<file path="src/well_pkg.sv">
// ----------------------------------------------------------------------------
// well_pkg: shared types and constants of the four-lane WELL512a generator
// Lane count, ring geometry, recurrence taps and the command codes used by
// the lane cores, the result stage and the top level.
// ----------------------------------------------------------------------------
package well_pkg;

    localparam int LANES       = 4;
    localparam int STATE_WORDS = 16;
    localparam int OUT_FIELDS  = 4;
    localparam int WORD_W      = 32;
    localparam int POS_W       = $clog2(STATE_WORDS);
    localparam int IDX_W       = 6;
    localparam int S_TDATA_W   = 40;
    localparam int M_TDATA_W   = OUT_FIELDS * WORD_W;

    // Recurrence taps, relative to the ring position.
    localparam int TAP_M1 = 13;
    localparam int TAP_M2 = 9;
    localparam int TAP_Q  = STATE_WORDS - 1;

    localparam logic [WORD_W-1:0] WELL_MIX = 32'hda44_2d24;

    typedef logic [WORD_W-1:0] word_t;
    typedef logic [POS_W-1:0]  pos_t;

    typedef enum logic {
        CMD_GENERATE = 1'b0,
        CMD_LOAD     = 1'b1
    } cmd_t;

    // Control that the top level hands to every lane in an accepted cycle.
    typedef struct packed {
        logic  gen;     // generate: run the recurrence and shift the ring
        logic  load;    // load: realign the ring to position zero
        logic  wr;      // this lane takes the seed word
        pos_t  entry;   // seed entry within the lane
        pos_t  pos;     // current ring position
        word_t value;   // seed word
    } lane_ctrl_t;

endpackage

</file>
<file path="src/well_merge.sv">
// ----------------------------------------------------------------------------
// well_merge: result stage
// Packs the lane words into one result word and holds it in a two-entry
// output buffer (head plus skid) so input acceptance is decoupled from stalls.
// ----------------------------------------------------------------------------
module well_merge (
    input  logic                              aclk,
    input  logic                              aresetn,
    input  well_pkg::word_t                   lane_word [well_pkg::LANES],
    input  logic                              push,
    output logic                              in_ready,
    output logic                              m_tvalid,
    input  logic                              m_tready,
    output logic [well_pkg::M_TDATA_W-1:0]    m_tdata
);
    import well_pkg::*;

    logic [M_TDATA_W-1:0] result;
    logic [M_TDATA_W-1:0] head_reg;
    logic [M_TDATA_W-1:0] skid_reg;
    logic                 head_valid_reg;
    logic                 skid_valid_reg;
    logic                 pop;

    for (genvar o = 0; o < OUT_FIELDS; o++) begin : g_field
        if (o < LANES) begin : g_lane
            assign result[o*WORD_W +: WORD_W] = lane_word[o];
        end else begin : g_zero
            assign result[o*WORD_W +: WORD_W] = '0;
        end
    end

    assign pop      = head_valid_reg && m_tready;
    assign in_ready = aresetn && !skid_valid_reg;
    assign m_tvalid = head_valid_reg;
    assign m_tdata  = head_reg;

    always_ff @(posedge aclk) begin
        if (!aresetn) begin
            head_valid_reg <= 1'b0;
            skid_valid_reg <= 1'b0;
        end else if (pop || !head_valid_reg) begin
            if (skid_valid_reg) begin
                head_valid_reg <= 1'b1;
                skid_valid_reg <= 1'b0;
            end else begin
                head_valid_reg <= push;
            end
        end else if (push) begin
            skid_valid_reg <= 1'b1;
        end
    end

    always_ff @(posedge aclk) begin
        if (pop || !head_valid_reg) begin
            head_reg <= skid_valid_reg ? skid_reg : result;
        end else if (push) begin
            skid_reg <= result;
        end
    end

endmodule

</file>
<file path="config.mk">
export PLATFORM = sky130hd
export DESIGN_NAME = well_merge
export DESIGN_NICKNAME = d
export VERILOG_FILES = /design/src/well_pkg.sv /design/src/well_merge.sv
export SDC_FILE = /design/constraint.sdc
export NUM_CORES = 1
export LEC_CHECK = 0
export BUFFER_PORTS_ARGS = -buffer_cell sky130_fd_sc_hd__buf_2
export CAP_MARGIN = 20
export CORE_AREA = 2 2 144 146
export CTS_CLUSTER_SIZE = 16
export DETAILED_ROUTE_END_ITERATION = 12
export DIE_AREA = 0 0 146 148
export PLACE_DENSITY = 0.76
export SYNTH_ARGS = -nofsm -noshare
export SYNTH_HDL_FRONTEND = slang
export SYNTH_SLANG_ARGS = --single-unit
</file>
<file path="constraint.sdc">
create_clock -name aclk -period 11.75 [get_ports aclk]
set_input_delay 1.7625 -clock aclk [delete_from_list [all_inputs] [get_ports aclk]]
set_output_delay 1.7625 -clock aclk [all_outputs]
set_load 0.01 [all_outputs]
</file>
==> results of run 1 <==
==> per-layer routing <==
layer,part of all wire (%),up-vias
li1,-,2192
met1,40,2392
met2,48,204
met3,8.8,42
met4,2.4,2
met5,0.062,-
==> stage by stage <==
step	instance area [sq um]	total power [W]	std cells	utilization [%]	hold slack, ns
finish	11860	0.002113	976	59.20	0.5422
global route	11860	0.002185	976	59.20	0.5597
CTS	11860	0.002136	976	59.20	0.5466
detailed placement	10900	0.001229	928	54.40	0.5308
global placement	10900	0.001223	928	54.40	0.5273
floorplan	9308	0.001158	407	-	0.5231
==> area by class of cell <==
cell class	instances	area, sq um	area share, %
multi-input combinational	134	1491	12.57
sequential	258	7731	65.17
inverter	1	3.754	0.03164
timing repair buffer	265	1336	11.26
clock inverter	20	284.0	2.394
tap	270	337.8	2.847
clock buffer	28	679.4	5.727
==> cells by family after synthesis <==
kind of cell    count (synthesis)  share of synthesized area (%)
simple gates                    5                         0.2960
mux                           128                          15.49
buf+inv                        15                          1.089
compound gates                  1                        0.08071
flops                         258                          83.04
==> synth_stat cells (all sizes together) <==
| cell type | count |
|---|---|
| edfxtp | 256 |
| nand2b | 1 |
| nor3b | 1 |
| nor2 | 2 |
| inv | 1 |
| a21boi | 1 |
| dfxtp | 2 |
| mux2 | 128 |
| nor2b | 1 |
| buf | 14 |
==> power by group through the flow <==
stage	clock, W	sequential, W	combinational, W
global placement	0	0.00110	0.000125
floorplan	0	0.00112	0.0000394
detailed placement	0	0.00110	0.000129
CTS	0.000926	0.00108	0.000130
global route	0.000962	0.00108	0.000139
finish	0.000906	0.00108	0.000128
==> path summary, 6_finish.rpt <==
kind,endpoint,slack (ns),start,cells after the start
max,skid_reg[73],7.45,m_tready,5
min,m_tdata[104],0.54,skid_reg[104],1
max reg2reg,skid_reg[73],8.47,m_tvalid,4
min reg2reg,m_tdata[104],0.54,skid_reg[104],1
==> worst max-delay path, cell delays in order <==
cell and delay (ns):
buf_2 0.10, nand2b_4 0.51, nor2_4 0.51, buf_4 0.64
buf_4 0.78
==> qor.log, run 1 <==
qor: power.clock_power_share 42.9%
qor: floorplanning.die-area 21610 sq um
qor: global_routing.global_route.usage.met3 5.185%
qor: power.cellPowerDensity 178.1 nW/um^2
qor: placed_design.place_hpwl 11.66 mm
qor: global_routing.grt_first_pass_wirelength 27.78 mm
qor: global_routing.use_met1 20.31%
qor: clocking.htree_levels 1
qor: drt.drt_pass1_iterations 4
qor: placed_design.numPortBuffers 261
qor: sta.grt_setup_unrepaired no
qor: final_layout.layout_commonest_cell buf_2
qor: floorplanning.coreArea 20040 sq um
qor: global_routing.number_of_global_route_vias_before_repair 5209
qor: setup_path.worstSetupPathType in2reg
qor: run_status.outcome complete, no violations
qor: global_routing.antenna_violations_before_repair 1
qor: clocking.ctsHoldBuffers 0
qor: drt.dr.first_iter.drc_count 184
qor: job.drv.max_cap_violation_count 0
qor: logic_synthesis.instance_count_of_the_mapped_netlist 407
qor: sta.slew_violations 0
qor: sta.timing_worst_slew_pin_value 0.9427 ns
qor: global_routing.grt.met2_usage 26.51%
qor: final_layout.drive_gt1_share 62.18%
qor: clocking.clkSinkCount 258
qor: setup_path.critPathCaptureType flip-flop
qor: floorplanning.die_width 146 um
qor: setup_path.critPathRequiredTime 11.89 ns
qor: drt.wl_per_cell 18.29 um
qor: logic_synthesis.synth_area_leader_cell edfxtp_1
qor: setup_path.crit_arrival 4.43 ns
qor: sta.period_share 36.58%
qor: sta.max_freq 232.6 MHz
qor: drt.detail-route-antenna-nets 0
qor: min_path.hold_path_class reg2reg
qor: drt.drc 0
qor: sta.finalCriticalPeriod 4.299 ns
qor: floorplanning.design.portCount 262
qor: floorplanning.die_height 148 um
qor: logic_synthesis.yosys_warnings 0
qor: placed_design.pre_cts_slack 6.842 ns
qor: power.p_int 0.001697 W
qor: setup_path.setup.worst_path.start_class input pin
qor: logic_synthesis.number_of_synthesized_register_bits 258
qor: drt.route.vias.total 4832
qor: sta.fin_skew 0.007437 ns
qor: power.worst_ir_drop_vdd 0.1369 mV
qor: drt.route.final.wire_length 17.85 mm
qor: sta.maxSlewHeadroom 37.16%
qor: sta.tns 0 ns
qor: sta.finalHoldViolations 0
qor: clocking.post_cts_buffers 0
qor: clocking.clk_path_buf_depth 3
qor: power.switching_share_of_total_power 19.67%
qor: logic_synthesis.postSynthAreaPerCell 22.86 sq um
qor: placed_design.last_weighted_congestion_value_of_the_routability_driven_placer 0.7431
qor: clocking.clkTransAtPathRegs 0.06 ns
qor: logic_synthesis.synthTopCellsByArea edfxtp_1 (83%), mux2_2 (15%), buf_4 (0.89%)
qor: floorplanning.starting_density_of_the_core 46.43%
qor: clocking.tritoncts done
qor: final_layout.number_of_antenna_cells_inserted 0
qor: logic_synthesis.synth_top_area_share 82.61%
qor: drt.route.detailed.vias_per_inst 4.951
qor: clocking.numCtsBuffers 26
qor: setup_path.timing.critical_path.fanout_max 63
qor: power.share_seq_of_total_power 51.1%
qor: logic_synthesis.syn-cell-area 9305 sq um
qor: logic_synthesis.yosysSeqAreaShare 83.04%
qor: clocking.clock-root-buffer clkbuf_16
qor: final_layout.fillers 1493
qor: logic_synthesis.post_synth_num_cell_types 11
qor: global_routing.grt_max_degree 71
qor: global_routing.grt-busiest-layer met2
qor: power.net-switching-power 0.0004156 W
qor: sta.setup_viol 0
qor: final_layout.mostFrequentLayoutCells buf_2 (261), edfxtp_1 (256), mux2_2 (128)
qor: power.leakage 4.495 nW
qor: clocking.insertion_delay 0.51 ns
qor: logic_synthesis.mappedNetlistNets 539
qor: clocking.post_cts.resized_instances 0
qor: final_layout.num-nets-final 818
qor: final_layout.area_growth 27.50%
qor: power.pwr-share-comb 6.0%
qor: floorplanning.placement_rows 52
qor: sta.finalWorstSetupSlack 7.451 ns
qor: global_routing.globalRoute.totalOverflow 0
qor: global_routing.globalRouteTotalUtil 15.98%
No activity file was read; power rests on OpenSTA's default activity.
==> run 2: changes to the inputs <==
--- a/config.mk
+++ b/config.mk
@@ -7,11 +7,11 @@
 export LEC_CHECK = 0
 export BUFFER_PORTS_ARGS = -buffer_cell sky130_fd_sc_hd__buf_2
 export CAP_MARGIN = 20
-export CORE_AREA = 2 2 144 146
+export CORE_AREA = 2 2 140 142
 export CTS_CLUSTER_SIZE = 16
 export DETAILED_ROUTE_END_ITERATION = 12
-export DIE_AREA = 0 0 146 148
-export PLACE_DENSITY = 0.76
+export DIE_AREA = 0 0 142 144
+export PLACE_DENSITY = 0.77
 export SYNTH_ARGS = -nofsm -noshare
 export SYNTH_HDL_FRONTEND = slang
 export SYNTH_SLANG_ARGS = --single-unit
==> constraint.sdc (replaced) <==
create_clock -name aclk -period 4.5 [get_ports aclk]
set_input_delay 0.675 -clock aclk [delete_from_list [all_inputs] [get_ports aclk]]
set_output_delay 0.675 -clock aclk [all_outputs]
set_load 0.01 [all_outputs]
==> run 2 against run 1 <==
  * Count of clock-buffer cells in the layout grew 15
  * Cell count shrank 2.8%
  * Critical path type is now reg2reg
  * Wire length shrank 0.25%
  * Global-route usage grew 0.61 points
  * Via count grew 0.79%
  * Sequential share of layout area grew 0.86 points
  * Worst setup slack lost 5.4 ns
  * Combinational power grew to 2.6 times the previous value
  * Non-clock buffer count grew 4
  * Worst hold slack lost 0.20 ns
==> qor.log, run 2 (same netlist as run 1, synthesis figures left out) <==
qor: run_status.outcome complete, no violations
qor: sta.fin_skew 0.01042 ns
qor: setup_path.crit_arrival 2.59 ns
qor: drt.detail-route-antenna-nets 0
qor: drt.drc 0
qor: sta.slew_violations 0
qor: setup_path.crit_family simple AND/OR/NAND/NOR gates
qor: clocking.clock-root-buffer clkbuf_16
qor: placed_design.last_weighted_congestion_value_of_the_routability_driven_placer 0.7663
qor: job.drv.max_cap_violation_count 0
qor: global_routing.number_of_global_route_vias_before_repair 5015
qor: min_path.hold_depth 1
qor: placed_design.place_hpwl 11.88 mm
qor: drt.highest_layer met4
qor: clocking.post_cts.resized_instances 0
qor: clocking.numCtsBuffers 27
qor: drt.wl_per_cell 18.76 um
qor: setup_path.r2r_setup_slack 2.10 ns
qor: global_routing.grt_first_pass_wirelength 26.49 mm
qor: sta.finalHoldViolations 0
qor: setup_path.timing.critical_path.fanout_max 53
qor: setup_path.timing.critical_path.slowest_cell_delay 0.87 ns
qor: placed_design.place.detailed.instances 900
qor: sta.setup_viol 0
qor: clocking.ctsHoldBuffers 0
qor: power.worst_ir_drop_vdd 0.3004 mV
qor: floorplanning.die_height 144 um
qor: global_routing.globalRouteTotalUtil 16.59%
qor: sta.maxSlewHeadroom 28.81%
qor: sta.period_share 53.36%
qor: sta.grt_setup_unrepaired no
qor: global_routing.grt_max_degree 80
qor: clocking.tritoncts done
qor: setup_path.critical_path.slowest_cell nor2_4
qor: setup_path.crit_path_depth 3
qor: final_layout.finish.cell_count_without_fillers 949
qor: drt.route.detailed.vias_per_inst 5.132
qor: setup_path.critPathRequiredTime 4.69 ns
qor: final_layout.drive_gt1_share 60.85%
qor: placed_design.numPortBuffers 261
qor: global_routing.antenna_violations_before_repair 1
qor: sta.max_freq 416.4 MHz
qor: clocking.post_cts_buffers 0
qor: final_layout.num-nets-final 823
qor: floorplanning.starting_density_of_the_core 48.77%
qor: setup_path.worstSetupPathType reg2reg
qor: clocking.clkSinkCount 258
qor: final_layout.final_util 61.37%
qor: floorplanning.die-area 20450 sq um
qor: drt.route.final.wire_length 17.81 mm
qor: floorplanning.placement_rows 51
qor: clocking.clkTransAtPathRegs 0.06 ns
qor: floorplanning.coreArea 19080 sq um
qor: drt.drt_pass1_iterations 7
qor: min_path.hold_path_class in2reg
qor: setup_path.setup.worst_path.start_class flip-flop
qor: final_layout.area_growth 25.83%
qor: global_routing.globalRoute.totalOverflow 0
qor: drt.dr.first_iter.drc_count 249
qor: clocking.clk_path_buf_depth 3
qor: drt.met2_wirelength 8.649 mm
qor: final_layout.mostFrequentLayoutCells buf_2 (261), edfxtp_1 (256), mux2_2 (128)
qor: clocking.htree_levels 1
qor: floorplanning.design.portCount 262
qor: drt.met3RoutedLength 1.545 mm
qor: sta.timing_worst_slew_pin_value 1.068 ns
qor: sta.finalHoldWorstSlack 0.3448 ns
qor: sta.finalCriticalPeriod 2.401 ns
qor: drt.met1Wirelength 7.134 mm
qor: floorplanning.die_width 142 um
qor: setup_path.critPathCaptureType flip-flop
qor: final_layout.layout_commonest_cell buf_2
qor: drt.route.vias.total 4870
qor: setup_path.worst-r2r-cell-count 3
qor: clocking.insertion_delay 0.52 ns
qor: power.leakage 4.448 nW
qor: setup_path.critical_path_cell_list nand2b_4 > nor2_4 > buf_4
qor: sta.tns 0 ns
qor: setup_path.crit_buf_inv 1
qor: power.cellPowerDensity 442.9 nW/um^2
## run 2: cell count changes in the layout (fill, tap and decap cells not counted), sizes merged
cell	before	now
diode	0	1
clkinvlp	4	0
buf	265	269
bufinv	7	1
clkbuf	28	43
clkinv	9	4
## run 2: worst register-to-register path: stages (launching register included)
cell      delay (ns)
dfxtp_1         0.37
nand2b_4        0.40
nor2_4          0.88
buf_4           0.42
## run 2: power by group
part	switching [W]	total, W	internal, W
clock	0.000833	0.00203	0.00120
combinational	0.000179	0.000339	0.000160
sequential	0.0000357	0.00282	0.00278
## run 2: area by class of cell
cell class	instances	area (sq um)
Sequential cell	258	7731
Tap cell	238	297.8
Timing Repair Buffer	269	1379
Antenna cell	1	2.502
Inverter	1	3.754
Clock buffer	43	755.7
Clock inverter	5	47.55
Multi-Input combinational cell	134	1491
Fill cell	1358	7371
## run 2: metrics by stage
step	instance area, sq um	total power (W)	setup WS [ns]
floorplan	9320	0.003017	0.4412
global placement	10900	0.003194	1.617
detailed placement	10900	0.003210	1.463
CTS	11710	0.005243	1.994
global route	11710	0.005365	1.869
finish	11710	0.005186	2.099
## run 2: final timing paths
| kind | start | to |
|---|---|---|
| setup reg to reg | m_tvalid | skid_reg[43] |
| setup / recovery | m_tvalid | skid_reg[43] |
| hold reg to reg | skid_reg[41] | m_tdata[41] |
| hold / removal | lane_word[35] | skid_reg[67] |
## run 2: per-layer routing
metal  global-route usage (%)  vias to the layer above
met5                        0                        -
met4                    5.632                        0
met3                    5.199                       40
met2                    26.75                      220
met1                    21.60                     2403
li1                         -                     2207
